<file path="config.mk">
export PLATFORM = sky130hd
export DESIGN_NAME = windowed_rtt_tracker
export DESIGN_NICKNAME = d
export VERILOG_FILES = /design/src/rtl/core/wrtt_pkg.sv /design/src/rtl/core/wrtt_div.sv /design/src/rtl/core/windowed_rtt_tracker.sv
export SDC_FILE = /design/constraint.sdc
export NUM_CORES = 2
export LEC_CHECK = 0
export BUFFER_PORTS_ARGS = -buffer_cell sky130_fd_sc_hd__buf_2
export CORE_MARGIN = 8
export CORE_UTILIZATION = 40
export CTS_BUF_LIST = sky130_fd_sc_hd__clkbuf_8
export CTS_CLUSTER_DIAMETER = 200
export CTS_CLUSTER_SIZE = 28
export DETAILED_ROUTE_END_ITERATION = 16
export SYNTH_ARGS = -nofsm -noshare
export SYNTH_HDL_FRONTEND = slang
export SYNTH_HIERARCHICAL = 1
export SYNTH_SLANG_ARGS = --single-unit
</file>
<file path="constraint.sdc">
create_clock -name clk -period 12.96 [get_ports clk]
set_input_delay 1.296 -clock clk [delete_from_list [all_inputs] [get_ports clk]]
set_output_delay 1.296 -clock clk [all_outputs]
set_load 0.05 [all_outputs]
</file>
<file path="src/rtl/core/wrtt_pkg.sv">
// Shared constants and types for the windowed RTT tracker.
package wrtt_pkg;

    // Default store depth
    localparam int MAX_SAMPLES_DEF = 16;

    // Field widths
    localparam int RTT_W     = 16;
    localparam int TIME_W    = 32;
    localparam int TIMEOUT_W = 16;
    localparam int WEIGHT_W  = 4;
    localparam int RES_W     = 17;
    localparam int PADDR_W   = 3;
    localparam int PDATA_W   = 32;

    // Width of prev*(10-w) + mean*w, at most 65535*10
    localparam int BLEND_W = 20;

    // Divide by ten as multiply by ceil(2^23/10), exact below 2^22
    localparam int                 RECIP_SHIFT = 23;
    localparam logic [BLEND_W-1:0] RECIP_TEN   = 20'd838861;

    // Register reset values and the full weight of ten tenths
    localparam logic [TIMEOUT_W-1:0] TIMEOUT_RST = 16'd1500;
    localparam logic [WEIGHT_W-1:0]  WEIGHT_RST  = 4'd3;
    localparam logic [WEIGHT_W-1:0]  WEIGHT_FULL = 4'd10;

    // Configuration register index, taken from paddr[2]
    typedef enum logic [0:0] {
        REG_TIMEOUT = 1'b0,
        REG_WEIGHT  = 1'b1
    } reg_idx_t;

endpackage

</file>
<file path="src/rtl/core/wrtt_div.sv">
// Restoring divider, one quotient bit per cycle, for the window mean.
module wrtt_div #(
    parameter int NUM_W = 21,
    parameter int DEN_W = 5
) (
    input  logic             clk,
    input  logic             rst_n,
    input  logic             start,
    input  logic [NUM_W-1:0] num,
    input  logic [DEN_W-1:0] den,
    output logic [NUM_W-1:0] quot,
    output logic             done
);

    localparam int STEP_W = (NUM_W > 1) ? $clog2(NUM_W) : 1;
    localparam logic [STEP_W-1:0] LAST_STEP = STEP_W'(NUM_W - 1);

    logic              busy_reg;
    logic              done_reg;
    logic [STEP_W-1:0] step_reg;
    logic [NUM_W-1:0]  q_reg;
    logic [DEN_W-1:0]  rem_reg;

    logic [DEN_W:0]    trial;
    logic [DEN_W:0]    diff;

    // Shift in the next dividend bit and try the subtraction
    assign trial = {rem_reg, q_reg[NUM_W-1]};
    assign diff  = trial - {1'b0, den};

    // Control: run NUM_W steps, flag the last one
    always_ff @(posedge clk or negedge rst_n)
    begin
        if (!rst_n)
        begin
            busy_reg <= 1'b0;
            done_reg <= 1'b0;
            step_reg <= '0;
        end
        else
        begin
            done_reg <= 1'b0;
            if (start)
            begin
                busy_reg <= 1'b1;
                step_reg <= '0;
            end
            else if (busy_reg)
            begin
                step_reg <= step_reg + 1'b1;
                if (step_reg == LAST_STEP)
                begin
                    busy_reg <= 1'b0;
                    done_reg <= 1'b1;
                end
            end
        end
    end

    // Datapath: keep the remainder, shift quotient bits into q
    always_ff @(posedge clk)
    begin
        if (start)
        begin
            q_reg   <= num;
            rem_reg <= '0;
        end
        else if (busy_reg)
        begin
            if (trial >= {1'b0, den})
            begin
                rem_reg <= diff[DEN_W-1:0];
                q_reg   <= {q_reg[NUM_W-2:0], 1'b1};
            end
            else
            begin
                rem_reg <= trial[DEN_W-1:0];
                q_reg   <= {q_reg[NUM_W-2:0], 1'b0};
            end
        end
    end

    assign quot = q_reg;
    assign done = done_reg;

endmodule

</file>
<file path="src/rtl/core/windowed_rtt_tracker.sv">
// Windowed RTT tracker: timestamped sample store, age purge, max, mean and smoothing.
//
//   channel   direction  handshake             payload
//   in        sink       in_valid / in_stall   req_type, rtt_ms, now_ms
//   out       source     out_valid / out_stall rtt_peak, rtt_smooth, rtt_valid
//   cfg       APB slave  psel/penable/pready   paddr, pwdata, prdata
//
// One item at a time: a report first appends its sample, then each of the
// n stored samples takes a memory read, then an age check and repack, one
// more read ends the scan, and the mean goes through the divider;
// smoothing adds a blend step and one reciprocal multiply for the divide by
// ten. A tick skips the append. No clearing pass after reset; a tick that
// leaves the window empty gives -1.
// The finished transfer sits in the output register, and the next item is
// taken while it waits; a new result waits until the old one is taken.
module windowed_rtt_tracker
    import wrtt_pkg::*;
#(
    parameter int MAX_SAMPLES = MAX_SAMPLES_DEF
) (
    input  logic                       clk,
    input  logic                       rst_n,
    // input channel
    input  logic                       in_valid,
    output logic                       in_stall,
    input  logic                       req_type,
    input  logic [RTT_W-1:0]           rtt_ms,
    input  logic [TIME_W-1:0]          now_ms,
    // output channel
    output logic                       out_valid,
    input  logic                       out_stall,
    output logic signed [RES_W-1:0]    rtt_peak,
    output logic signed [RES_W-1:0]    rtt_smooth,
    output logic                       rtt_valid,
    // configuration
    input  logic                       psel,
    input  logic                       penable,
    input  logic                       pwrite,
    input  logic [PADDR_W-1:0]         paddr,
    input  logic [PDATA_W-1:0]         pwdata,
    output logic [PDATA_W-1:0]         prdata,
    output logic                       pready
);

    localparam int IDX_W     = (MAX_SAMPLES > 1) ? $clog2(MAX_SAMPLES) : 1;
    localparam int CNT_W     = $clog2(MAX_SAMPLES + 1);
    localparam int SUM_W     = RTT_W + CNT_W;
    localparam int DIV_NUM_W = SUM_W;
    localparam int DIV_DEN_W = CNT_W;

    localparam logic [CNT_W-1:0] MAX_CNT = CNT_W'(MAX_SAMPLES);
    localparam logic [IDX_W:0]   MAX_POS = (IDX_W + 1)'(MAX_SAMPLES);

    typedef enum logic [7:0] {
        S_IDLE   = 8'b0000_0001,
        S_APPEND = 8'b0000_0010,
        S_READ   = 8'b0000_0100,
        S_CHECK  = 8'b0000_1000,
        S_DIVM   = 8'b0001_0000,
        S_MIX    = 8'b0010_0000,
        S_DIVA   = 8'b0100_0000,
        S_DONE   = 8'b1000_0000
    } state_t;

    // Ring position: base + offset, wrapped once at the store depth
    function automatic logic [IDX_W-1:0] ring_pos(input logic [IDX_W-1:0] base,
                                                  input logic [IDX_W-1:0] off);
        logic [IDX_W:0] s;
        s = {1'b0, base} + {1'b0, off};
        if (s >= MAX_POS)
        begin
            s = s - MAX_POS;
        end
        return s[IDX_W-1:0];
    endfunction

    state_t                    state_reg, state_next;

    logic [TIMEOUT_W-1:0]      timeout_reg;
    logic [WEIGHT_W-1:0]       weight_reg;

    logic                      req_reg;
    logic [RTT_W-1:0]          rtt_in_reg;
    logic [TIME_W-1:0]         now_reg;

    logic [IDX_W-1:0]          oldest_reg;
    logic [CNT_W-1:0]          count_reg;
    logic [CNT_W-1:0]          k_reg;
    logic [CNT_W-1:0]          kept_reg;
    logic [RTT_W-1:0]          max_reg;
    logic [SUM_W-1:0]          sum_reg;
    logic [RTT_W-1:0]          mean_reg;
    logic [RTT_W-1:0]          avg_reg;
    logic                      avg_valid_reg;
    logic [BLEND_W-1:0]        blend_reg;

    logic                      out_valid_reg;
    logic signed [RES_W-1:0]   out_max_reg;
    logic signed [RES_W-1:0]   out_avg_reg;
    logic                      out_flag_reg;

    // Sample store
    logic [RTT_W-1:0]          mem_rtt  [MAX_SAMPLES];
    logic [TIME_W-1:0]         mem_time [MAX_SAMPLES];
    logic [RTT_W-1:0]          rd_rtt_reg;
    logic [TIME_W-1:0]         rd_time_reg;

    logic                      in_xfer;
    logic                      out_free;
    logic                      cfg_write;
    logic                      store_full;
    logic                      scan_end;
    logic [TIME_W-1:0]         age;
    logic                      keep;
    logic [IDX_W-1:0]          rd_addr;
    logic                      wr_en;
    logic [IDX_W-1:0]          wr_addr;
    logic [RTT_W-1:0]          wr_rtt;
    logic [TIME_W-1:0]         wr_time;
    logic [WEIGHT_W-1:0]       w_eff;
    logic [BLEND_W-1:0]        blend;
    logic [2*BLEND_W-1:0]      blend_prod;

    logic                      div_start;
    logic [DIV_NUM_W-1:0]      div_num;
    logic [DIV_DEN_W-1:0]      div_den;
    logic [DIV_NUM_W-1:0]      div_quot;
    logic                      div_done;

    assign in_stall  = (state_reg != S_IDLE);
    assign in_xfer   = in_valid && !in_stall;
    assign out_free  = !out_valid_reg || !out_stall;
    assign cfg_write = psel && penable && pwrite && pready;

    // Configuration registers
    assign pready = 1'b1;

    always_ff @(posedge clk or negedge rst_n)
    begin
        if (!rst_n)
        begin
            timeout_reg <= TIMEOUT_RST;
            weight_reg  <= WEIGHT_RST;
        end
        else if (cfg_write)
        begin
            unique case (reg_idx_t'(paddr[2]))
                REG_TIMEOUT: timeout_reg <= pwdata[TIMEOUT_W-1:0];
                REG_WEIGHT:  weight_reg  <= pwdata[WEIGHT_W-1:0];
                default:     timeout_reg <= timeout_reg;
            endcase
        end
    end

    always_comb
    begin
        unique case (reg_idx_t'(paddr[2]))
            REG_TIMEOUT: prdata = PDATA_W'(timeout_reg);
            REG_WEIGHT:  prdata = PDATA_W'(weight_reg);
            default:     prdata = '0;
        endcase
    end

    // Scan and age check: one sample per read/check pair
    assign store_full = (count_reg == MAX_CNT);
    assign scan_end   = (k_reg == count_reg);
    assign rd_addr    = ring_pos(oldest_reg, k_reg[IDX_W-1:0]);
    assign age        = now_reg - rd_time_reg;
    assign keep       = (age <= TIME_W'(timeout_reg));

    // Store write port: append a report, or repack a survivor
    always_comb
    begin
        wr_en   = 1'b0;
        wr_addr = ring_pos(oldest_reg, kept_reg[IDX_W-1:0]);
        wr_rtt  = rd_rtt_reg;
        wr_time = rd_time_reg;
        if (state_reg == S_APPEND)
        begin
            wr_en   = 1'b1;
            wr_addr = store_full ? oldest_reg
                                 : ring_pos(oldest_reg, count_reg[IDX_W-1:0]);
            wr_rtt  = rtt_in_reg;
            wr_time = now_reg;
        end
        else if (state_reg == S_CHECK && keep)
        begin
            wr_en = 1'b1;
        end
    end

    always_ff @(posedge clk)
    begin
        if (wr_en)
        begin
            mem_rtt[wr_addr]  <= wr_rtt;
            mem_time[wr_addr] <= wr_time;
        end
        rd_rtt_reg  <= mem_rtt[rd_addr];
        rd_time_reg <= mem_time[rd_addr];
    end

    // Smoothing blend: prev*(10-w) + mean*w, weight clamped at ten
    assign w_eff = (weight_reg > WEIGHT_FULL) ? WEIGHT_FULL : weight_reg;
    assign blend = ({4'b0, avg_reg} * {16'b0, WEIGHT_FULL - w_eff})
                 + ({4'b0, mean_reg} * {16'b0, w_eff});

    // Divide the held blend by ten through the reciprocal
    assign blend_prod = {{BLEND_W{1'b0}}, blend_reg} * {{BLEND_W{1'b0}}, RECIP_TEN};

    // Divider: window mean over the surviving samples
    assign div_start = (state_reg == S_READ && scan_end && kept_reg != '0);
    assign div_num   = sum_reg;
    assign div_den   = kept_reg;

    wrtt_div #(
        .NUM_W (DIV_NUM_W),
        .DEN_W (DIV_DEN_W)
    ) u_div (
        .clk   (clk),
        .rst_n (rst_n),
        .start (div_start),
        .num   (div_num),
        .den   (div_den),
        .quot  (div_quot),
        .done  (div_done)
    );

    // Sequencer
    always_comb
    begin
        state_next = state_reg;
        unique case (state_reg)
            S_IDLE:
            begin
                if (in_xfer)
                begin
                    state_next = (req_type == 1'b0) ? S_APPEND : S_READ;
                end
            end
            S_APPEND: state_next = S_READ;
            S_READ:
            begin
                if (scan_end)
                begin
                    state_next = (kept_reg == '0) ? S_DONE : S_DIVM;
                end
                else
                begin
                    state_next = S_CHECK;
                end
            end
            S_CHECK: state_next = S_READ;
            S_DIVM:
            begin
                if (div_done)
                begin
                    state_next = avg_valid_reg ? S_MIX : S_DONE;
                end
            end
            S_MIX: state_next = S_DIVA;
            S_DIVA: state_next = S_DONE;
            S_DONE:
            begin
                if (out_free)
                begin
                    state_next = S_IDLE;
                end
            end
            default: state_next = S_IDLE;
        endcase
    end

    // Control state: ring pointers, counts and running average
    always_ff @(posedge clk or negedge rst_n)
    begin
        if (!rst_n)
        begin
            state_reg     <= S_IDLE;
            oldest_reg    <= '0;
            count_reg     <= '0;
            avg_reg       <= '0;
            avg_valid_reg <= 1'b0;
            k_reg         <= '0;
            kept_reg      <= '0;
        end
        else
        begin
            state_reg <= state_next;
            unique case (state_reg)
                S_IDLE:
                begin
                    k_reg    <= '0;
                    kept_reg <= '0;
                end
                S_APPEND:
                begin
                    if (store_full)
                    begin
                        oldest_reg <= ring_pos(oldest_reg, IDX_W'(1));
                    end
                    else
                    begin
                        count_reg <= count_reg + 1'b1;
                    end
                end
                S_READ:
                begin
                    if (scan_end)
                    begin
                        count_reg <= kept_reg;
                        if (kept_reg == '0)
                        begin
                            avg_reg       <= '0;
                            avg_valid_reg <= 1'b0;
                        end
                    end
                end
                S_CHECK:
                begin
                    k_reg <= k_reg + 1'b1;
                    if (keep)
                    begin
                        kept_reg <= kept_reg + 1'b1;
                    end
                end
                S_DIVM:
                begin
                    if (div_done && !avg_valid_reg)
                    begin
                        avg_reg       <= div_quot[RTT_W-1:0];
                        avg_valid_reg <= 1'b1;
                    end
                end
                S_DIVA:
                begin
                    avg_reg <= blend_prod[RECIP_SHIFT +: RTT_W];
                end
                S_MIX, S_DONE:
                begin
                    k_reg <= k_reg;
                end
                default:
                begin
                    k_reg <= k_reg;
                end
            endcase
        end
    end

    // Item capture and window max/sum
    always_ff @(posedge clk)
    begin
        if (in_xfer)
        begin
            req_reg    <= req_type;
            rtt_in_reg <= rtt_ms;
            now_reg    <= now_ms;
            max_reg    <= '0;
            sum_reg    <= '0;
        end
        else if (state_reg == S_CHECK && keep)
        begin
            sum_reg <= sum_reg + SUM_W'(rd_rtt_reg);
            if (rd_rtt_reg > max_reg)
            begin
                max_reg <= rd_rtt_reg;
            end
        end
        if (state_reg == S_DIVM && div_done)
        begin
            mean_reg <= div_quot[RTT_W-1:0];
        end
        if (state_reg == S_MIX)
        begin
            blend_reg <= blend;
        end
    end

    // Output register: load the result, hold it until taken
    always_ff @(posedge clk or negedge rst_n)
    begin
        if (!rst_n)
        begin
            out_valid_reg <= 1'b0;
        end
        else if (state_reg == S_DONE && out_free)
        begin
            out_valid_reg <= 1'b1;
        end
        else if (!out_stall)
        begin
            out_valid_reg <= 1'b0;
        end
    end

    always_ff @(posedge clk)
    begin
        if (state_reg == S_DONE && out_free)
        begin
            out_flag_reg <= avg_valid_reg;
            out_max_reg  <= avg_valid_reg ? $signed({1'b0, max_reg}) : '1;
            out_avg_reg  <= avg_valid_reg ? $signed({1'b0, avg_reg}) : '1;
        end
    end

    assign out_valid  = out_valid_reg;
    assign rtt_peak   = out_max_reg;
    assign rtt_smooth = out_avg_reg;
    assign rtt_valid  = out_flag_reg;

    // Checks
    a_count_bound: assert property (@(posedge clk) disable iff (!rst_n)
        count_reg <= MAX_CNT)
        else $error("sample count beyond store depth");

    a_accept_leaves_idle: assert property (@(posedge clk) disable iff (!rst_n)
        in_xfer |=> (state_reg != S_IDLE))
        else $error("sequencer did not start on an accepted item");

    a_div_done_state: assert property (@(posedge clk) disable iff (!rst_n)
        div_done |-> (state_reg == S_DIVM))
        else $error("divider finished outside the mean step");

    a_empty_result: assert property (@(posedge clk) disable iff (!rst_n)
        (out_valid_reg && !out_flag_reg) |-> (out_max_reg == '1 && out_avg_reg == '1))
        else $error("empty window result not marked invalid");

    a_req_type_used: assert property (@(posedge clk) disable iff (!rst_n)
        (state_reg == S_APPEND) |-> (req_reg == 1'b0))
        else $error("append step entered for a tick");

endmodule

</file>
# After elaboration in Yosys (flattened, before gate mapping)
# Memory sizes are Yosys's and may differ from the RTL's. A register that Yosys moved wholly into a read port is not among the register bits.
# Cells that the tools add are included.
totals:
  romBits: 0
  input_bits: 91
  n_memories: 2
  register_bits: 254
  mem_bits_rw: 768
  latch_bits: 0
  word_cells: 161
mem_list:
  columns: ["name", "depth", "word_bits", "rd", "rd_clocked_by_memory_dff", "write_ports", "line", "text"]
  rows:
  - ["mem_time", 16, 32, 1, 1, 1, "windowed_rtt_tracker.sv:104", "logic [TIME_W-1:0] mem_time [MAX_SAMPLES];"]
  - ["mem_rtt", 16, 16, 1, 1, 1, "windowed_rtt_tracker.sv:103", "logic [RTT_W-1:0] mem_rtt [MAX_SAMPLES];"]
classes:
  shifts: 0
  eq_ne: 21
  magnitude_cmp: 8
  mul: 3
  addsub: 17
  n_bitwise: 1
  n_mux: 52
  n_reduce_logical: 31
  div: 0
ops:
  columns: ["cell", "n"]
  rows:
  - ["16-bit 2-to-1 mux", 4]
  - ["32-bit case mux with 2 select lines", 1]
  - ["8-bit case mux with 7 select lines", 1]
  - ["8-bit 2-to-1 mux", 6]
  - ["16-bit case mux with 3 select lines", 1]
  - ["21-bit 2-to-1 mux", 2]
  - ["16-bit by 4-bit multiplier with 20-bit output", 2]
  - ["20-bit by 20-bit multiplier with 39-bit output (second input constant)", 1]
  - ["17-bit 2-to-1 mux", 2]
  - ["32-bit by 16-bit less-or-equal comparator with 1-bit output", 1]
  - ["32-bit 2-to-1 mux", 1]
  - ["32-bit subtractor", 1]
  - ["5-bit 2-to-1 mux", 6]
  - ["5-bit case mux with 2 select lines", 3]
  - ["4-bit 2-to-1 mux", 7]
  - ["21-bit by 16-bit adder with 21-bit output", 1]
  - ["20-bit adder", 1]
  - ["5-bit by 1-bit adder with 5-bit output (second input constant)", 4]
  - ["5-bit >= comparator (second input constant)", 4]
  - ["16-bit greater-than comparator", 1]
  - ["1-bit 2-to-1 mux", 16]
  - ["4-bit by 1-bit subtractor with 4-bit output (second input constant)", 4]
  - ["4-bit by 4-bit adder with 5-bit output", 3]
  - ["2-bit inequality test (second input constant)", 6]
  - ["31 further kinds", 54]

# Depth between registers and ports, before layout
logic_depth:
  depth_word: 7
  mapped_depth: 26

# Cells and area by module
# Netlist, hierarchy kept.
by_module_without_submodules:
  columns: ["mod", "instances", "area_each_um2", "seq_area_each_um2", "cells_per_inst"]
  rows:
  - ["windowed_rtt_tracker", 1, 53470.0, 29946.2, 3779]
  - ["wrtt_div", 1, 1672.9, 905.9, 133]

# Worst setup path before layout
# OpenSTA, ideal clock, no wires.
synth_path:
  path_type: "flip-flop to flip-flop"
  start: "reg now_reg[1]"
  end: "mem mem_rtt[11][0] (enable)"
  path_stages_with_launch: 23
  setup_ps: 513
  arrival_ps: 8138
  required_ps: 12447
  path_slack_ps: 4310
  cell_sequence: "edfxtp_1 > ha_1 > nor2b_1 > o31a_1 > o41ai_2 > a31oi_1 > nand2_1 > nand2_1 > a41oi_1 > xnor2_1 > ha_1 > nand4_1 > inv_1 > a221oi_1 > a21oi_1 > nor4_2 > o211ai_1 > or4_1 > or4_1 > buf_2 > nor2_1 > a22oi_1 > nor3_1"
synth_between:
  elab_chain_len: 7
synth_rtl:
  columns: ["element", "line", "text"]
  rows:
  - ["start, declared", "windowed_rtt_tracker.sv:84", "logic [TIME_W-1:0] now_reg;"]
  - ["start signal, assigned", "windowed_rtt_tracker.sv:358", "now_reg <= now_ms;"]
  - ["32-bit subtractor", "windowed_rtt_tracker.sv:168", "assign age = now_reg - rd_time_reg;"]
  - ["32-bit by 16-bit less-or-equal comparator with 1-bit output", "windowed_rtt_tracker.sv:169", "assign keep = (age <= TIME_W'(timeout_reg));"]
  - ["1-bit logical AND", "windowed_rtt_tracker.sv:186", "else if (state_reg == S_CHECK && keep)"]
  - ["1-bit 2-to-1 mux", "windowed_rtt_tracker.sv:186", null]
  - ["1-bit 2-to-1 mux", "windowed_rtt_tracker.sv:178", "if (state_reg == S_APPEND)"]
  - ["1-bit 2-to-1 mux", "windowed_rtt_tracker.sv:194", "if (wr_en)"]
  - ["1-bit 2-to-1 mux (not written as such)", "windowed_rtt_tracker.sv:196", "mem_rtt[wr_addr] <= wr_rtt;"]
  - ["end, declared", "windowed_rtt_tracker.sv:103", null]
# Every way passes these cells.

# Worst setup path in the final report
layout_path:
  start: "reg weight_reg[3]"
  end: "reg blend_reg[19], data pin"
layout_between:
  elab_chain_len: 5
  word_cells_on_any_way: 6
  cone_classes: "add/sub (2); mul (2); order compare (1); mux (1)"
layout_rtl:
  columns: ["element", "line", "text"]
  rows:
  - ["start, declared", "windowed_rtt_tracker.sv:80", "logic [WEIGHT_W-1:0] weight_reg;"]
  - ["start signal, assigned", "windowed_rtt_tracker.sv:149", "REG_WEIGHT: weight_reg <= pwdata[WEIGHT_W-1:0];"]
  - ["4-bit greater-than comparator", "windowed_rtt_tracker.sv:204", "assign w_eff = (weight_reg > WEIGHT_FULL) ? WEIGHT_FULL : weight_reg;"]
  - ["4-bit 2-to-1 mux (*)", "windowed_rtt_tracker.sv:204", null]
  - ["4-bit subtractor", "windowed_rtt_tracker.sv:205", "assign blend = ({4'b0, avg_reg} * {16'b0, WEIGHT_FULL - w_eff})"]
  - ["16-bit by 4-bit multiplier with 20-bit output", "windowed_rtt_tracker.sv:205", null]
  - ["20-bit adder (*)", "windowed_rtt_tracker.sv:206", "+ ({4'b0, mean_reg} * {16'b0, w_eff});"]
  - ["net blend[19]", "windowed_rtt_tracker.sv:121", "logic [BLEND_W-1:0] blend;"]
  - ["end signal, assigned", "windowed_rtt_tracker.sv:376", "blend_reg <= blend;"]
  - ["end, declared", "windowed_rtt_tracker.sv:95", "logic [BLEND_W-1:0] blend_reg;"]
# The timed path passes the listed nets; every way through them passes the cells marked *.
# A chain may end at the register's enable or synchronous reset.

==> metrics.cfg <==
[run_status]
run_status=complete, no violations

[grt]
grt_pass1_wl_um=201000
grt_pass1_vias=32500
grt_max_degree=73
antenna_found_initial=3
track_usage_pct=17.1
grt-ovfl-total=0

[floorplan]
ioPinCount=161
chipWidth_um=387
start_util_pct=40.2
rows=136
die_y_um=387
dieArea_um2=150000
core_area_um2=137000

[timing]
slew_headroom_pct=16.7
worst_pin_slew_ns=1.24
hold_ws_ns=0.353
post-route-period-util_pct=58.8
max_freq_mhz=131
fin_setup_tns_ns=0
fin_crit_ns=7.63
setup_viol=0
slew_violations=0
hold_viol=0
rsz0062_at_grt=false
clock_skew_ns=0.108

[logic_synthesis]
yosysSeqAreaShare_pct=55.9
syn_inst=3912
synth.area.top_cells=edfxtp_1 (49%), fa_1 (8.2%), mux4_2 (7.8%)
async_flop_share_pct=6.74
netlist_area_um2=55100
synth.top_cell.area_share_pct=49.4
synth_ff_type=edfxtp_1
synth.top_cells.by_count=edfxtp_1 (907), inv_1 (397), nand2_1 (363)
ys_types=83
synth_area_leader_cell=edfxtp_1
ys_warn_count=6
synth_edf_count=907
postSynthAreaPerCell_um2=14.1
post-synth-top-count-cell=edfxtp_1
ys_seq_elements=1069

[final_layout]
area_growth_pct=7.06
nNetsFinal=4676
fin_util_pct=43.0
largest_reg_flops=512
reg_top3=mem_time: 512 flops, mem_rtt: 256 flops
drive_gt1_share_pct=13.9
regMostFlops=mem_time
design_area_um2=59000

[clock_network]
ctsHoldBuffers=0
htreeDepth=2
clk_latency_ns=0.81
clockBufferDepth=3
cts_buffers=44
clk_pin_slew_ns=0.21
cts_sinks=1069
cts_tree=yes
cts_setup_buffers=0
cts_root_buf=clkbuf_8
cts_resized=0

[critical_path]
cp-end-kind=flop
path_class=flop to flop
worstSetupStartpointType=flop
crit_required_ns=13.56
cp_max_fo=25
arrival_ns=8.23

[route]
drc=0
drtIter0Drc=2387
wl_per_cell_um=22.3
ant_nets=0
drtPass1Iterations=5
drt-vias-per-instance=5.40
vias=31600
drt-total-wl_um=131000

[place]
gp_congestion=0.834
hpwl_um=84900
numPortBuffers=125
place_area_um2=58200

[pwr]
p_leak_nw=22.3
peakVddDrop_mv=0.266
cellPowerDensity_nw_per_um2=173

[hold_path]
hold_class=primary input to async pin

[flow_run]
maxCapViolCount=0

critical path, stage by stage (launching register included):
cell	delay, ns
dfrtp_1	0.90
o21ai_1	0.15
buf_4	0.26
and2_1	0.32
ha_1	0.25
xnor2_1	0.14
buf_4	0.27
nor2b_1	0.10
fa_1	0.49
inv_1	0.05
fa_1	0.48
fa_1	0.54
fa_1	0.61
inv_1	0.06
ha_1	0.28
a21o_1	0.18
a21oi_1	0.20
nand2b_1	0.13
a21boi_0	0.11
o41ai_1	0.61
o21ai_0	0.31
o21ai_0	0.40
o21ai_0	0.20
nor3_1	0.17
o21bai_1	0.11
xnor2_1	0.13
power breakdown:
group,switching [mW],internal (mW),total (mW),leakage (nW)
clock,1.02,0.335,1.35,0.527
combinational,2.53,1.86,4.39,12.0
sequential,0.172,4.33,4.50,9.84
total,3.72,6.52,10.2,22.3
worst paths after layout:
check,start,end,slack (ns),cells past startpoint
hold / removal,rst_n,out_valid,0.35,1
setup reg to reg,weight_reg[3],blend_reg[19],5.33,25
setup / recovery,weight_reg[3],blend_reg[19],5.33,25
min in group clk,max_reg[4],max_reg[4],0.47,2
max in group asynchronous,rst_n,timeout_reg[13],11.39,2
hold reg to reg,max_reg[4],max_reg[4],0.47,2
logic make-up after synthesis:
logic type / count (synthesis) / share of synthesized area, %
AO/OA/AOI/OAI: 493 / 5.69
XOR/XNOR: 110 / 1.75
flip-flops: 1069 / 55.9
other: 2 / 0.0136
multiplexers: 267 / 9.30
buffers and inverters: 561 / 4.00
AND/OR/NAND/NOR: 855 / 7.64
adder cells (fa/ha/maj): 555 / 15.7
stage by stage:
stage,power [mW],cells,worst slack [ns]
floorplan,7.90,3927,4.31
global placement,8.95,5778,5.43
detailed placement,9.00,5778,5.35
CTS,10.3,5860,5.29
global route,11.0,5861,4.82
finish,10.2,5861,5.33
per-layer routing:
metal  wire (µm)  up-vias  track usage [%]  share of wire, %
li1            -    14400                -                 -
met4        1850        0             2.74               1.4
met3        5430      130             1.65               4.2
met5           0        -                0                 0
met2       66000      694             30.1                50
met1       57400    16500             23.5                44
placed cells by master (no fill, tap or decap), drive strengths merged, types with 12 or more instances in the layout:
cell	Yosys	final
inv	397	434
nand2b	43	43
dfxtp	90	90
conb	2	17
a21o	38	38
a31oi	59	59
and2	96	96
nor2b	42	42
a211oi	57	57
nand3b	12	12
clkbuf	103	44
ha	330	330
nand2	363	363
o21ai	112	112
edfxtp	907	907
nand3	28	28
mux4	192	192
o211ai	15	15
xor2	47	47
fa	225	225
o21a	14	14
mux2i	34	34
nor3	48	48
and3	38	38
dfrtp	62	62
nand4	29	29
nor2	97	97
a21oi	119	119
xnor2	63	63
buf	59	219
mux2	41	41
final cells by class:
class | instances | area (µm²)
diodes | 1 | 2.50
clock buffers | 44 | 606
clock inverters | 38 | 194
fillers | 12600 | 78100
inverters | 399 | 1500
multi-input cells | 2297 | 22300
flip-flops and latches | 1069 | 30900
well taps | 1794 | 2240
repair buffers | 219 | 1330
Note: power is estimated with default switching activity, not from simulation.
